[config.mk]
export PLATFORM = sky130hd
export DESIGN_NAME = debugger_command_line_tokenizer_flat
export DESIGN_NICKNAME = d
export VERILOG_FILES = /design/src/design/ctk_pkg.sv /design/src/design/ctk_if.sv /design/src/design/ctk_step.sv /design/src/design/debugger_command_line_tokenizer.sv /design/src/flat_wrapper.sv
export SDC_FILE = /design/constraint.sdc
export NUM_CORES = 1
export LEC_CHECK = 0
export BUFFER_PORTS_ARGS = -buffer_cell sky130_fd_sc_hd__buf_2
export CAP_MARGIN = 5
export CORE_MARGIN = 2
export CORE_UTILIZATION = 38
export CTS_BUF_LIST = sky130_fd_sc_hd__clkbuf_16
export DETAILED_ROUTE_END_ITERATION = 8
export GPL_TIMING_DRIVEN = 1
export SYNTH_ARGS = -nofsm -noshare
export SYNTH_HDL_FRONTEND = slang
export SYNTH_SLANG_ARGS = --single-unit
[constraint.sdc]
create_clock -name clk -period 5.85 [get_ports clk]
set_clock_uncertainty 0.1 [all_clocks]
set_input_delay 0.585 -clock clk [delete_from_list [all_inputs] [get_ports clk]]
set_output_delay 0.585 -clock clk [all_outputs]
set_load 0.02 [all_outputs]
[src/design/ctk_pkg.sv]
`default_nettype none
// ----------------------------------------------------------------------------
// ctk_pkg: shared types and constants of the command line tokenizer
// Character codes, phase encoding, result codes and the state and result
// records passed between the tokenizer modules.
// ----------------------------------------------------------------------------
package ctk_pkg;

	// Characters of the grammar
	localparam logic [7:0] CH_NUL    = 8'h00;
	localparam logic [7:0] CH_DASH   = 8'h2d;
	localparam logic [7:0] CH_QUOTE  = 8'h22;
	localparam logic [7:0] CH_BSLASH = 8'h5c;
	localparam logic [7:0] CH_SPACE  = 8'h20;
	localparam logic [7:0] CH_LOWA   = 8'h61;
	localparam logic [7:0] NUM_LETTERS = 8'd26;

	// Option index of the double dash, and mask width
	localparam int unsigned NUM_OPTIONS = 27;
	localparam logic [4:0]  DDASH_INDEX = 5'd26;

	// Token kinds
	typedef enum logic [1:0] {
		KIND_NONE    = 2'd0,
		KIND_COMMAND = 2'd1,
		KIND_VALUE   = 2'd2,
		KIND_END     = 2'd3
	} kind_t;

	// Line status
	typedef enum logic [1:0] {
		STATUS_OK    = 2'd0,
		STATUS_PARSE = 2'd1,
		STATUS_DUP   = 2'd2
	} status_t;

	// Parser phase, one-hot
	typedef enum logic [10:0] {
		PH_CMD_EMPTY = 11'b000_0000_0001,
		PH_CMD       = 11'b000_0000_0010,
		PH_NORMAL    = 11'b000_0000_0100,
		PH_OPT       = 11'b000_0000_1000,
		PH_SEP       = 11'b000_0001_0000,
		PH_VFIRST    = 11'b000_0010_0000,
		PH_VAL       = 11'b000_0100_0000,
		PH_QUOTED    = 11'b000_1000_0000,
		PH_ESC       = 11'b001_0000_0000,
		PH_SKIP      = 11'b010_0000_0000,
		PH_ERROR     = 11'b100_0000_0000
	} phase_t;

	// Parser state carried from byte to byte
	typedef struct packed {
		phase_t                   phase;
		logic [4:0]               current_option;
		logic [NUM_OPTIONS-1:0]   options_seen;
	} parse_state_t;

	// One result item
	typedef struct packed {
		kind_t      kind;
		logic [7:0] data_byte;
		logic [4:0] option_index;
		logic       in_quotes;
		logic       after_backslash;
		logic       line_done;
		status_t    status;
	} result_t;

endpackage
`default_nettype wire

[src/design/ctk_if.sv]
`default_nettype none
// ----------------------------------------------------------------------------
// ctk_in_if / ctk_out_if: valid/ready channels of the tokenizer
// The input channel moves one line byte per item, the output channel one
// token result per item.
// ----------------------------------------------------------------------------
interface ctk_in_if;
	logic       valid;
	logic       ready;
	logic [7:0] line_byte;

	modport source (output valid, output line_byte, input ready);
	modport sink   (input valid, input line_byte, output ready);
endinterface

interface ctk_out_if;
	logic       valid;
	logic       ready;
	logic [1:0] kind;
	logic [7:0] data_byte;
	logic [4:0] option_index;
	logic       in_quotes;
	logic       after_backslash;
	logic       line_done;
	logic [1:0] status;

	modport source (
		output valid, output kind, output data_byte, output option_index,
		output in_quotes, output after_backslash, output line_done, output status,
		input ready
	);
	modport sink (
		input valid, input kind, input data_byte, input option_index,
		input in_quotes, input after_backslash, input line_done, input status,
		output ready
	);
endinterface
`default_nettype wire

[src/design/ctk_step.sv]
`default_nettype none
// ----------------------------------------------------------------------------
// ctk_step: next-state and result logic for one line byte
// Pure combinational transition of the dash / letter / space / value grammar,
// including quoting, escapes, the double dash option and duplicate detection.
// ----------------------------------------------------------------------------
module ctk_step (
	input  wire logic [7:0]           line_byte,
	input  wire ctk_pkg::parse_state_t cur,
	output ctk_pkg::parse_state_t     nxt,
	output ctk_pkg::result_t          res
);

	logic                            is_dd;
	logic                            is_letter;
	logic [4:0]                      opt_idx;
	logic [ctk_pkg::NUM_OPTIONS-1:0] opt_bit;
	logic                            dup;
	ctk_pkg::parse_state_t           upd;

	assign is_dd     = (cur.current_option == ctk_pkg::DDASH_INDEX);
	assign is_letter = (line_byte >= ctk_pkg::CH_LOWA) &&
	                   (line_byte < ctk_pkg::CH_LOWA + ctk_pkg::NUM_LETTERS);

	// Mask bit of the current option, clamped to the double dash slot
	assign opt_idx = (cur.current_option > ctk_pkg::DDASH_INDEX) ?
	                 ctk_pkg::DDASH_INDEX : cur.current_option;
	assign opt_bit = ctk_pkg::NUM_OPTIONS'(1) << opt_idx;
	assign dup     = cur.options_seen[opt_idx];

	always_comb begin
		upd = cur;
		res = '0;

		unique case (cur.phase)
			ctk_pkg::PH_CMD_EMPTY, ctk_pkg::PH_CMD: begin
				if (line_byte == ctk_pkg::CH_NUL) begin
					res.line_done = 1'b1;
					res.status = (cur.phase == ctk_pkg::PH_CMD_EMPTY) ?
					             ctk_pkg::STATUS_PARSE : ctk_pkg::STATUS_OK;
				end else if (line_byte == ctk_pkg::CH_SPACE) begin
					upd.phase = ctk_pkg::PH_NORMAL;
				end else begin
					res.kind = ctk_pkg::KIND_COMMAND;
					res.data_byte = line_byte;
					upd.phase = ctk_pkg::PH_CMD;
				end
			end
			ctk_pkg::PH_NORMAL: begin
				if (line_byte == ctk_pkg::CH_DASH) begin
					upd.phase = ctk_pkg::PH_OPT;
				end else begin
					res.line_done = 1'b1;
					res.status = ctk_pkg::STATUS_PARSE;
				end
			end
			ctk_pkg::PH_OPT: begin
				if (is_letter) begin
					upd.current_option = 5'(line_byte - ctk_pkg::CH_LOWA);
					upd.phase = ctk_pkg::PH_SEP;
				end else if (line_byte == ctk_pkg::CH_DASH) begin
					upd.current_option = ctk_pkg::DDASH_INDEX;
					upd.phase = ctk_pkg::PH_SEP;
				end else begin
					res.line_done = 1'b1;
					res.status = ctk_pkg::STATUS_PARSE;
				end
			end
			ctk_pkg::PH_SEP: begin
				if (line_byte == ctk_pkg::CH_SPACE) begin
					upd.phase = ctk_pkg::PH_VFIRST;
				end else begin
					res.line_done = 1'b1;
					res.status = ctk_pkg::STATUS_PARSE;
				end
			end
			ctk_pkg::PH_VFIRST: begin
				if (line_byte == ctk_pkg::CH_NUL) begin
					res.line_done = 1'b1;
				end else if (line_byte == ctk_pkg::CH_QUOTE && !is_dd) begin
					upd.phase = ctk_pkg::PH_QUOTED;
				end else begin
					res.kind = ctk_pkg::KIND_VALUE;
					res.data_byte = line_byte;
					upd.phase = ctk_pkg::PH_VAL;
				end
			end
			ctk_pkg::PH_VAL: begin
				// plain value ends at a space, double dash value only at NUL
				if ((line_byte == ctk_pkg::CH_SPACE && !is_dd) ||
				    line_byte == ctk_pkg::CH_NUL) begin
					if (dup) begin
						res.line_done = 1'b1;
						res.status = ctk_pkg::STATUS_DUP;
					end else begin
						upd.options_seen = cur.options_seen | opt_bit;
						res.kind = ctk_pkg::KIND_END;
						upd.phase = ctk_pkg::PH_NORMAL;
						res.line_done = (line_byte == ctk_pkg::CH_NUL);
					end
				end else begin
					res.kind = ctk_pkg::KIND_VALUE;
					res.data_byte = line_byte;
				end
			end
			ctk_pkg::PH_QUOTED: begin
				if (line_byte == ctk_pkg::CH_NUL) begin
					res.line_done = 1'b1;
				end else if (line_byte == ctk_pkg::CH_BSLASH) begin
					res.kind = ctk_pkg::KIND_VALUE;
					res.data_byte = line_byte;
					res.in_quotes = 1'b1;
					upd.phase = ctk_pkg::PH_ESC;
				end else if (line_byte == ctk_pkg::CH_QUOTE) begin
					if (dup) begin
						res.line_done = 1'b1;
						res.status = ctk_pkg::STATUS_DUP;
					end else begin
						upd.options_seen = cur.options_seen | opt_bit;
						res.kind = ctk_pkg::KIND_END;
						upd.phase = ctk_pkg::PH_SKIP;
					end
				end else begin
					res.kind = ctk_pkg::KIND_VALUE;
					res.data_byte = line_byte;
					res.in_quotes = 1'b1;
				end
			end
			ctk_pkg::PH_ESC: begin
				if (line_byte == ctk_pkg::CH_NUL) begin
					res.line_done = 1'b1;
				end else begin
					res.kind = ctk_pkg::KIND_VALUE;
					res.data_byte = line_byte;
					res.in_quotes = 1'b1;
					res.after_backslash = 1'b1;
					upd.phase = ctk_pkg::PH_QUOTED;
				end
			end
			ctk_pkg::PH_SKIP: begin
				if (line_byte == ctk_pkg::CH_NUL) begin
					res.line_done = 1'b1;
				end else begin
					upd.phase = ctk_pkg::PH_NORMAL;
				end
			end
			default: begin
				// error: drop bytes until the line ends
			end
		endcase

		if (res.status != ctk_pkg::STATUS_OK) begin
			upd.phase = ctk_pkg::PH_ERROR;
		end
		res.option_index = upd.current_option;

		// NUL closes the line and starts over
		nxt = upd;
		if (line_byte == ctk_pkg::CH_NUL) begin
			nxt.phase = ctk_pkg::PH_CMD_EMPTY;
			nxt.current_option = '0;
			nxt.options_seen = '0;
		end
	end

endmodule
`default_nettype wire

[src/design/debugger_command_line_tokenizer.sv]
`default_nettype none
// ----------------------------------------------------------------------------
// debugger_command_line_tokenizer: streaming command line tokenizer
// Splits a NUL-terminated command line into command and option value bytes.
// ----------------------------------------------------------------------------
// Takes one byte per clock while the output does not stall and returns one
// result per byte: the byte lands in an input register, and the grammar
// step, a loop through the phase, current option and 27-bit option mask,
// writes the result register. A stalled output holds the result register
// and a full input register; with no stall both stages move every
// cycle. Each line ends with a byte of 0, which also returns the parser to
// its start state; after a parse error or duplicate option the bytes up to
// that 0 give empty results. Quoted value bytes are passed on raw with
// in_quotes and after_backslash flags for later unescaping.
// ----------------------------------------------------------------------------
module debugger_command_line_tokenizer (
	input  wire logic  clk,
	input  wire logic  arst_n,
	ctk_in_if.sink     cmd_line,
	ctk_out_if.source  tokens
);

	logic                  valid_s1;
	logic [7:0]            line_byte_s1;
	logic                  valid_s2;
	ctk_pkg::result_t      res_s2;
	ctk_pkg::parse_state_t state_q;
	ctk_pkg::parse_state_t state_nxt;
	ctk_pkg::result_t      res_nxt;
	logic                  advance;

	// Stage 2 takes a new item when empty or when its result is taken
	assign advance        = !valid_s2 || tokens.ready;
	assign cmd_line.ready = !valid_s1 || advance;

	ctk_step u_step (
		.line_byte (line_byte_s1),
		.cur       (state_q),
		.nxt       (state_nxt),
		.res       (res_nxt)
	);

	// Input register
	always_ff @(posedge clk or negedge arst_n) begin
		if (!arst_n) begin
			valid_s1 <= 1'b0;
		end else if (cmd_line.ready) begin
			valid_s1 <= cmd_line.valid;
		end
	end

	always_ff @(posedge clk) begin
		if (cmd_line.ready && cmd_line.valid) begin
			line_byte_s1 <= cmd_line.line_byte;
		end
	end

	// Parser state and result register
	always_ff @(posedge clk or negedge arst_n) begin
		if (!arst_n) begin
			valid_s2 <= 1'b0;
			state_q.phase <= ctk_pkg::PH_CMD_EMPTY;
			state_q.current_option <= '0;
			state_q.options_seen <= '0;
		end else if (advance) begin
			valid_s2 <= valid_s1;
			if (valid_s1) begin
				state_q <= state_nxt;
			end
		end
	end

	always_ff @(posedge clk) begin
		if (advance && valid_s1) begin
			res_s2 <= res_nxt;
		end
	end

	// Output channel
	assign tokens.valid           = valid_s2;
	assign tokens.kind            = res_s2.kind;
	assign tokens.data_byte       = res_s2.data_byte;
	assign tokens.option_index    = res_s2.option_index;
	assign tokens.in_quotes       = res_s2.in_quotes;
	assign tokens.after_backslash = res_s2.after_backslash;
	assign tokens.line_done       = res_s2.line_done;
	assign tokens.status          = res_s2.status;

endmodule
`default_nettype wire

[src/flat_wrapper.sv]
// flat-port wrapper written by rule: the top's interface ports become plain ports
module debugger_command_line_tokenizer_flat 
  (clk, arst_n, cmd_line_valid, cmd_line_line_byte, cmd_line_ready, tokens_valid, tokens_kind, tokens_data_byte, tokens_option_index, tokens_in_quotes, tokens_after_backslash, tokens_line_done, tokens_status, tokens_ready);
  ctk_in_if cmd_line_i ();
  ctk_out_if tokens_i ();
  input  wire logic clk;
  input  wire logic arst_n;
  input wire logic [$bits(cmd_line_i.valid)-1:0] cmd_line_valid;
  input wire logic [$bits(cmd_line_i.line_byte)-1:0] cmd_line_line_byte;
  output wire logic [$bits(cmd_line_i.ready)-1:0] cmd_line_ready;
  output wire logic [$bits(tokens_i.valid)-1:0] tokens_valid;
  output wire logic [$bits(tokens_i.kind)-1:0] tokens_kind;
  output wire logic [$bits(tokens_i.data_byte)-1:0] tokens_data_byte;
  output wire logic [$bits(tokens_i.option_index)-1:0] tokens_option_index;
  output wire logic [$bits(tokens_i.in_quotes)-1:0] tokens_in_quotes;
  output wire logic [$bits(tokens_i.after_backslash)-1:0] tokens_after_backslash;
  output wire logic [$bits(tokens_i.line_done)-1:0] tokens_line_done;
  output wire logic [$bits(tokens_i.status)-1:0] tokens_status;
  input wire logic [$bits(tokens_i.ready)-1:0] tokens_ready;
  assign cmd_line_i.valid = cmd_line_valid;
  assign cmd_line_i.line_byte = cmd_line_line_byte;
  assign cmd_line_ready = cmd_line_i.ready;
  assign tokens_valid = tokens_i.valid;
  assign tokens_kind = tokens_i.kind;
  assign tokens_data_byte = tokens_i.data_byte;
  assign tokens_option_index = tokens_i.option_index;
  assign tokens_in_quotes = tokens_i.in_quotes;
  assign tokens_after_backslash = tokens_i.after_backslash;
  assign tokens_line_done = tokens_i.line_done;
  assign tokens_status = tokens_i.status;
  assign tokens_i.ready = tokens_ready;
  debugger_command_line_tokenizer u_core (.clk(clk), .arst_n(arst_n), .cmd_line(cmd_line_i), .tokens(tokens_i));
endmodule
==> results of run 1 <==
==> cell type report <==
type / count / share of cell area (%)
tap: 133 / 3.83
clock buffer: 9 / 5.19
timing repair buffer: 33 / 3.81
clock inverter: 7 / 1.47
multi-input combinational: 271 / 39.6
inverter: 9 / 0.778
sequential: 73 / 45.3
==> per-layer routing <==
layer / wire [microns] / vias up
li1: - / 1418
met1: 4120 / 1458
met2: 4220 / 118
met3: 594 / 10
met4: 102 / 0
met5: 0 / -
==> state kept, by name (all words and copies together), names as in the netlist <==
register,flops
u_core.tokens.option_index,5
u_core.tokens.data_byte,8
u_core.tokens.kind,2
u_core.state_q,43
u_core.tokens.in_quotes,1
u_core.tokens.line_done,1
u_core.valid_s1,1
u_core.tokens.status,2
u_core.line_byte_s1,8
u_core.tokens.after_backslash,1
u_core.tokens.valid,1
==> Yosys cell counts (3+ instances only) <==
| master | count |
|---|---|
| a21oi_1 | 7 |
| a22o_1 | 7 |
| a31oi_1 | 3 |
| and2_1 | 8 |
| and3_1 | 4 |
| and4_1 | 3 |
| buf_2 | 7 |
| clkbuf_1 | 6 |
| dfrtp_1 | 44 |
| edfxtp_1 | 28 |
| ha_1 | 5 |
| inv_1 | 7 |
| mux2_2 | 3 |
| nand2_1 | 48 |
| nand2b_1 | 8 |
| nand3_1 | 12 |
| nand4_1 | 7 |
| nor2_1 | 31 |
| nor2b_1 | 4 |
| nor3_1 | 8 |
| nor4_1 | 4 |
| nor4_2 | 3 |
| o211ai_1 | 4 |
| o21a_1 | 3 |
| o21ai_0 | 40 |
| o22ai_1 | 4 |
| o2bb2ai_1 | 7 |
| or3_1 | 3 |
| xnor2_1 | 4 |
| xor2_1 | 3 |
==> final timing paths <==
| check | startpoint | to |
|---|---|---|
| max in group asynchronous | arst_n | u_core.state_q[31]$_DFFE_PN0P_ |
| worst max register to register | u_core.state_q[33]$_DFFE_PN0P_ | u_core.state_q[38]$_DFFE_PN0P_ |
| worst min-delay path | cmd_line_line_byte[4] | u_core.line_byte_s1[4]$_DFFE_PP_ |
| worst max-delay path | u_core.state_q[33]$_DFFE_PN0P_ | u_core.state_q[38]$_DFFE_PN0P_ |
| worst min register to register | u_core.state_q[16]$_DFFE_PN0P_ | u_core.state_q[16]$_DFFE_PN0P_ |
| min in group asynchronous | arst_n | u_core.state_q[42]$_DFFE_PN0P_ |
==> report_power, final <==
part	internal [mW]	leakage [nW]	switching, mW
clock network	0.327	0.150	0.204
registers	0.612	0.888	0.0729
logic	0.211	0.761	0.334
==> through the flow <==
stage | instance area, sq um | power [mW] | instances | setup WS [ps]
finish | 4340 | 1.76 | 535 | 2820
global route | 4340 | 1.86 | 535 | 2590
CTS | 4340 | 1.77 | 535 | 2860
detailed placement | 4050 | 1.23 | 519 | 2560
global placement | 4050 | 1.23 | 519 | 2680
floorplan | 3800 | 1.09 | 368 | 3280
==> kinds of logic after synthesis <==
family | Yosys count | synth area share [%]
compound gates | 90 | 16.8
xor+xnor | 7 | 1.62
simple gates | 163 | 23.1
buf+inv | 24 | 2.90
mux | 6 | 2.14
fa+ha+maj | 5 | 1.65
flops | 73 | 51.8
==> worst max-delay path, stage by stage, from the launching register on <==
cell and delay (ps):
dfrtp_1 450, or4_4 610, nor3_1 310, nand4_1 300, o22ai_1 570, o41a_4 280, mux2_4 300
==> layout by cell type, fill, tap and decap left out, types with 4 or more instances in the layout <==
master     netlist  layout
nand3_1         12      12
o22ai_1          4       4
o2bb2ai_1        7       7
o21ai_0         40      40
o211ai_1         4       4
and2_1           8       8
a22o_1           7       7
xnor2_1          4       4
clkbuf_16        0       9
inv_1            7       9
and3_1           4       4
nand2b_1         8       8
buf_2            7      33
ha_1             5       5
nor4_1           4       4
a21oi_1          7       7
nor2_1          31      31
edfxtp_1        28      28
nand2_1         48      48
nor3_1           8       8
nor2b_1          4       4
nand4_1          7       7
dfrtp_1         44      44
==> results.json, run 1 <==
{
  "critPathLaunchType": "register",
  "hold_class": "in -> reg",
  "busiest_layer": "met2",
  "cts.reportedPaths.clkPinSlew_ps": 60,
  "min_path_cells": 1,
  "synth_area_sq_mm": 0.00380,
  "use_met3_pct": 4.20,
  "drive_gt1_share_pct": 17.9,
  "setup_tns_ps": 0,
  "syn_avg_cell_area_sq_um": 10.3,
  "syn_nets": 385,
  "maxCapViolations": 0,
  "ys.flop_type": "dfrtp_1",
  "ys_types": 65,
  "antenna_found_initial": 0,
  "holdWs_ps": 329,
  "grt_max_degree": 46,
  "ant_nets": 0,
  "grtUsageTotal_pct": 17.7,
  "synth_seq_cells": 73,
  "final_util_pct": 44.6,
  "tightest_slew_ps": 1050,
  "yosys_warnings": 0,
  "register_area_sq_mm": 0.00197,
  "grt_pass1_wl_microns": 15200,
  "ctsResizeCount": 0,
  "grt_use_met1_pct": 25.2,
  "async_reset_ff_share_pct": 61.6,
  "synth.largest_area_cell": "dfrtp_1",
  "drt_iter0_drc": 167,
  "dr.pass1.iters": 4,
  "die_h_microns": 104,
  "die_w_microns": 104,
  "cts_hold_buf": 0,
  "cp.required_ps": 5960,
  "grt-ovfl-total": 0,
  "relSlewSlack_pct": 30.1,
  "initial_core_util_pct": 39.0,
  "status": "completed",
  "powerDensity_mw_per_mm2": 406,
  "grt_use_met2_pct": 26.5,
  "post-route-period-util_pct": 51.8,
  "area_growth_pct": 14.3,
  "regToRegSetupSlack_ps": 2820,
  "synth.yosys.seq_area_share_pct": 51.8,
  "gp_congestion": 0.906,
  "rsz0062_at_grt": "false",
  "cts_num_sinks": 73,
  "synthTopCellsByArea": "dfrtp_1 29%, edfxtp_1 22%, o21ai_0 5.3%, nand2_1 4.7%, nor2_1 3.1%",
  "wire_per_inst_microns": 16.9,
  "p_leak_nw": 1.80,
  "grt_pass1_vias": 2932,
  "worstSkewPairLatency_ps": 330,
  "die_area_sq_mm": 0.0108,
  "numPortBuffers": 33,
  "dp_hpwl_microns": 6400,
  "core_sq_mm": 0.00973,
  "multi_input_area_sq_mm": 0.00172,
  "cts_setup_buffers": 0,
  "max-vdd-ir-drop_mv": 0.173,
  "h-tree-depth": 3,
  "cts_buffer_depth": 2,
  "vias": 3004,
  "endpoint_kind": "register",
  "crit_type": "reg -> reg",
  "slew_viol_final": 0,
  "num_io_pins": 34,
  "clockRootBuffer": "clkbuf_16",
  "drc": 0,
  "n_fill_cell": 954,
  "diodes": 0,
  "synth.top_cell.area_share_pct": 29.0,
  "hold_viol": 0,
  "wl_microns": 9030,
  "reg2regPathDepth": 6,
  "max_freq_ghz": 0.330,
  "crit_arrival_ps": 3150,
  "crit_fanout": 6,
  "nets": 414,
  "numCtsBuffers": 9,
  "via_per_inst": 5.61,
  "rows": 36,
  "synth_edf_count": 28,
  "setup_violations": 0,
  "cts_tree": "yes",
  "min_period_ps": 3030,
  "syn_inst": 368
}
(Power assumes the default switching activity.)
==> run 2, diff against run 1 <==
==> constraint.sdc (replaced) <==
create_clock -name clk -period 2.55 [get_ports clk]
set_clock_uncertainty 0.1 [all_clocks]
set_input_delay 0.255 -clock clk [delete_from_list [all_inputs] [get_ports clk]]
set_output_delay 0.255 -clock clk [all_outputs]
set_load 0.02 [all_outputs]
==> results.json, run 2 (synthesized netlist as in run 1, its figures left out) <==
{
  "status": "finished with violations",
  "violations": "negative setup slack",
  "p_seq_share_pct": 31.1,
  "tightest_slew_ps": 609,
  "via_per_inst": 5.46,
  "ant_nets": 0,
  "r2r_end": "u_core.state_q[38]$_DFFE_PN0P_",
  "p_sw_mw": 1.66,
  "post-route-period-util_pct": 102,
  "setup_violations": 3,
  "drc": 0,
  "final_common_cell": "buf_4",
  "crit_fanout": 4,
  "largest_reg_flops": 43,
  "crit_arrival_ps": 2700,
  "r2r-start": "u_core.state_q[38]$_DFFE_PN0P_",
  "wl_microns": 10800,
  "holdWs_ps": 16.2,
  "total_power_mw": 4.77,
  "p_clk_share_pct": 27.3,
  "internal_power_mw": 3.11,
  "combPwrFrac_pct": 41.6,
  "initial_core_util_pct": 39.0,
  "endpoint_kind": "register",
  "powerDensity_mw_per_mm2": 897,
  "relSlewSlack_pct": 59.2,
  "worstSkewPairLatency_ps": 340,
  "numPortBuffers": 33,
  "dr.pass1.iters": 5,
  "grtUsageTotal_pct": 20.0,
  "drt_iter0_drc": 174,
  "area_growth_pct": 40.2,
  "crit_type": "reg -> reg",
  "die_h_microns": 104,
  "cp.required_ps": 2670,
  "slew_viol_final": 0,
  "vias": 3403,
  "hold_class": "in -> reg",
  "cts_tree": "yes",
  "gp_congestion": 0.917,
  "die_w_microns": 104,
  "setup_ws_ps": -39.0,
  "dp_hpwl_microns": 7580,
  "max_freq_ghz": 0.386,
  "cts_buffer_depth": 2,
  "maxCapViolations": 0,
  "grt_max_degree": 43,
  "dr_wl_met2_microns": 5310,
  "clockRootBuffer": "clkbuf_16",
  "numCtsBuffers": 9,
  "grt-ovfl-total": 0,
  "wl_met1_microns": 4880,
  "reg2regPathDepth": 8,
  "hold_viol": 0,
  "cts.reportedPaths.clkPinSlew_ps": 60,
  "hp-start": "cmd_line_valid",
  "diodes": 0,
  "grt_pass1_vias": 3316,
  "core_sq_mm": 0.00973,
  "route.met3.wl_microns": 433,
  "antenna_found_initial": 0,
  "grt_pass1_wl_microns": 17000,
  "drive_gt1_share_pct": 38.0,
  "h-tree-depth": 3,
  "post-place-ws_ps": -108,
  "wire_per_inst_microns": 17.4,
  "cts_num_sinks": 73,
  "top_register": "u_core.state_q",
  "min_period_ps": 2590,
  "min_delay_worst_endpoint": "u_core.valid_s1$_DFFE_PN0N_",
  "min_path_cells": 2,
  "setup_tns_ps": -63.0,
  "num_io_pins": 34,
  "final_cell_mix": "73 x buf_4, 43 x nand2_1, 41 x dfrtp_1",
  "p_leak_nw": 2.30,
  "regToRegSetupSlack_ps": -40,
  "max-vdd-ir-drop_mv": 0.455,
  "critPathLaunchType": "register",
  "top_layer": "met4",
  "rsz0062_at_grt": "true",
  "nets": 502,
  "die_area_sq_mm": 0.0108,
  "swShare_pct": 34.8,
  "rows": 36
}
-- run 2: changes by cell type in the layout (fill, tap and decap cells not counted), sizes merged --
cell / previous run / this run
clkinv: 4 / 2
buf: 33 / 112
inv: 11 / 12
clkbuf: 9 / 10
dlygate4sd3: 0 / 9
-- run 2: worst max-delay path, stage by stage (launching register included) --
cell and delay [ps]:
dfrtp_1 390, or4_4 620, nor4b_4 310, nor4_2 90, o211ai_1 130, nand3_1 160, a21oi_4 210, o41a_4 170
mux2_4 290
-- run 2: worst max-delay path by stage --
stage,startpoint,to,slack [ps],cells after the start
floorplan,u_core.state_q[33]$_DFFE_PN0P_,u_core.state_q[38]$_DFFE_PN0P_,20,8
global placement,u_core.state_q[33]$_DFFE_PN0P_,u_core.state_q[38]$_DFFE_PN0P_,-150,7
detailed placement,u_core.state_q[33]$_DFFE_PN0P_,u_core.state_q[38]$_DFFE_PN0P_,-110,7
CTS,u_core.state_q[38]$_DFFE_PN0P_,u_core.state_q[38]$_DFFE_PN0P_,-20,8
global route,u_core.state_q[38]$_DFFE_PN0P_,u_core.state_q[38]$_DFFE_PN0P_,-130,8
finish,u_core.state_q[38]$_DFFE_PN0P_,u_core.state_q[38]$_DFFE_PN0P_,-40,8
-- run 2: power by group through the flow --
stage / clock network, mW / logic [mW] / registers, mW
after floorplan: 0 / 0.913 / 1.58
after global placement: 0 / 1.65 / 1.50
after detailed placement: 0 / 1.65 / 1.50
after CTS: 1.33 / 1.75 / 1.48
after global routing: 1.37 / 2.14 / 1.50
final: 1.30 / 1.99 / 1.48
-- run 2: per-layer routing --
layer | vias up | track usage (%)
met5 | - | 0
met4 | 0 | 8.30
met3 | 19 | 4.26
met2 | 107 | 31.4
met1 | 1681 | 26.9
li1 | 1596 | -
-- run 2: final cells by class --
class                      count  area [sq um]
inverter                       9          33.8
timing repair buffer         121           880
clock buffer                  10           250
tap                          133           166
clock inverter                 6          56.3
fill                         857          4410
sequential                    73          1970
multi-input combinational    271          1960
-- run 2: metrics by stage --
stage	instance area, sq um	util [%]	std cells
detailed placement	4590	47.2	589
floorplan	3810	-	368
global placement	4590	47.2	589
CTS	5050	51.9	614
global route	5320	54.7	623
finish	5320	54.7	623
-- run 2: timing repair --
action | 4_1_cts | 5_1_grt
gates resized for setup | 11 | 55
hold endpoints to repair | 51 | 1
setup buffers | 1 | 10
hold buffers | 8 | 1
pin swaps | 6 | 14
gates cloned | 0 | 0
setup endpoints to repair | 29 | 41
==> run 3, diff against run 2 <==
--- a/config.mk
+++ b/config.mk
@@ -7,11 +7,14 @@
 export LEC_CHECK = 0
 export BUFFER_PORTS_ARGS = -buffer_cell sky130_fd_sc_hd__buf_2
 export CAP_MARGIN = 5
+export CELL_PAD_IN_SITES_DETAIL_PLACEMENT = 2
+export CELL_PAD_IN_SITES_GLOBAL_PLACEMENT = 2
 export CORE_MARGIN = 2
-export CORE_UTILIZATION = 38
+export CORE_UTILIZATION = 35
 export CTS_BUF_LIST = sky130_fd_sc_hd__clkbuf_16
 export DETAILED_ROUTE_END_ITERATION = 8
 export GPL_TIMING_DRIVEN = 1
+export PLACE_DENSITY = 0.86
 export SYNTH_ARGS = -nofsm -noshare
 export SYNTH_HDL_FRONTEND = slang
 export SYNTH_SLANG_ARGS = --single-unit
==> results.json, run 3 (synthesized netlist as in run 1, its figures left out) <==
{
  "drt_iter0_drc": 455,
  "rows": 38,
  "cts.reportedPaths.clkPinSlew_ps": 70,
  "maxCapViolations": 0,
  "relSlewSlack_pct": 48.1,
  "drive_gt1_share_pct": 53.8,
  "drc": 0,
  "p_sw_mw": 2.60,
  "post-place-ws_ps": -326,
  "cts_num_sinks": 73,
  "crit_arrival_ps": 3220,
  "final_common_cell": "buf_4",
  "crit_type": "reg -> reg",
  "swShare_pct": 41.3,
  "total_power_mw": 6.30,
  "rsz0062_at_grt": "true",
  "multi_input_area_sq_mm": 0.00238,
  "die_area_sq_mm": 0.0117,
  "max_freq_ghz": 0.328,
  "grt_pass1_wl_microns": 31600,
  "r2r-start": "u_core.state_q[33]$_DFFE_PN0P_",
  "grt_pass1_vias": 4578,
  "worstSkewPairLatency_ps": 370,
  "largest_reg_flops": 43,
  "setup_ws_ps": -501,
  "die_w_microns": 108,
  "max-vdd-ir-drop_mv": 0.704,
  "powerDensity_mw_per_mm2": 1020,
  "post-route-period-util_pct": 120,
  "reg2regPathDepth": 9,
  "core_sq_mm": 0.0107,
  "dp_hpwl_microns": 11500,
  "crit_fanout": 5,
  "initial_core_util_pct": 35.5,
  "violations": "negative setup slack",
  "cp.required_ps": 2720,
  "slew_viol_final": 0,
  "r2r_end": "u_core.state_q[40]$_DFFE_PN0P_",
  "p_seq_share_pct": 24.2,
  "p_leak_nw": 2.67,
  "endpoint_kind": "register",
  "antenna_found_initial": 0,
  "final_cell_mix": "104 x buf_4, 42 x nand2_1, 39 x dfrtp_1",
  "regToRegSetupSlack_ps": -500,
  "postLayoutCellArea_sq_mm": 0.00617,
  "p_clk_share_pct": 24.9,
  "num_io_pins": 34,
  "grt-ovfl-total": 0,
  "clockRootBuffer": "clkbuf_16",
  "numPortBuffers": 33,
  "wl_microns": 25200,
  "min_period_ps": 3050,
  "grtUsageTotal_pct": 38.7,
  "setup_violations": 47,
  "placed_cell_area_sq_mm": 0.00467,
  "min_delay_worst_endpoint": "u_core.valid_s1$_DFFE_PN0N_",
  "register_area_sq_mm": 0.00197,
  "crit_path_start": "u_core.state_q[33]$_DFFE_PN0P_",
  "cts_tree": "yes",
  "critPathLaunchType": "register",
  "status": "finished with violations",
  "min_path_cells": 2,
  "hp-start": "cmd_line_valid",
  "h-tree-depth": 3,
  "grt_max_degree": 29,
  "nets": 545,
  "vias": 4340,
  "combPwrFrac_pct": 51.0,
  "top_register": "u_core.state_q",
  "tightest_slew_ps": 770,
  "dr.pass1.iters": 4,
  "internal_power_mw": 3.70,
  "hold_class": "in -> reg",
  "n_fill_cell": 1014,
  "die_h_microns": 108,
  "diodes": 0,
  "ant_nets": 0,
  "gp_congestion": 0.948,
  "cts_buffer_depth": 2,
  "numCtsBuffers": 9,
  "via_per_inst": 6.45,
  "wire_per_inst_microns": 37.5,
  "final_util_pct": 57.7,
  "area_growth_pct": 62.6,
  "hold_viol": 0
}
[run 3: power by group through the flow]
stage,clock network [mW],registers (mW),logic (mW)
2_1_floorplan,0,1.58,0.913
3_3_place_gp,0,1.49,1.75
3_5_place_dp,0,1.51,1.89
4_1_cts,1.49,1.50,2.41
5_1_grt,1.60,1.53,3.25
6_report,1.57,1.52,3.21
[run 3: metrics by stage]
stage / std cells / hold slack, ps / TNS [ps]
after floorplan: 368 / -141 / 0
after global placement: 606 / 155 / -1200
after detailed placement: 606 / 172 / -8450
after CTS: 654 / 1.51 / -1830
after global routing: 673 / 44.9 / -15480
final: 673 / 38.8 / -14770
[run 3: worst max-delay path by stage]
stage                                                end  slack (ps)  cells past startpoint
after floorplan           u_core.state_q[38]$_DFFE_PN0P_          20                      8
after global placement    u_core.state_q[33]$_DFFE_PN0P_        -140                      8
after detailed placement  u_core.state_q[14]$_DFFE_PN0P_        -330                      8
after CTS                 u_core.state_q[38]$_DFFE_PN0P_        -190                      8
after global routing      u_core.state_q[40]$_DFFE_PN0P_        -510                      9
final                     u_core.state_q[40]$_DFFE_PN0P_        -500                      9
[run 3: final cells by class]
cell class	count	area share (%)
multi-input combinational	271	38.5
sequential	73	32.0
timing repair buffer	164	20.4
clock buffer	11	4.46
tap	140	2.84
clock inverter	5	1.24
inverter	9	0.588
[run 3: layer usage]
metal / share of wire, % / vias up / global-route usage [%]
li1: - / 1680 / -
met1: 41 / 2274 / 47.3
met2: 47 / 296 / 62.0
met3: 7.9 / 90 / 11.5
met4: 4.7 / 0 / 20.0
met5: 0 / - / 0
[run 3: timing repair]
action                                 in CTS  in global routing
setup buffers                              26                 20
pin swaps                                  18                 34
gates resized for setup                    76                104
hold buffers                                7                  2
setup endpoints to repair                  43                 52
endpoints found under the hold margin      25                  2
[run 3: critical path, cell delays in order (launching register included)]
cell	delay (ps)
dfrtp_1	410
or4_4	640
nor4_4	360
nand2_2	170
a21oi_1	320
nor2b_1	170
nor2_4	230
o41a_4	210
buf_6	130
mux2i_2	220
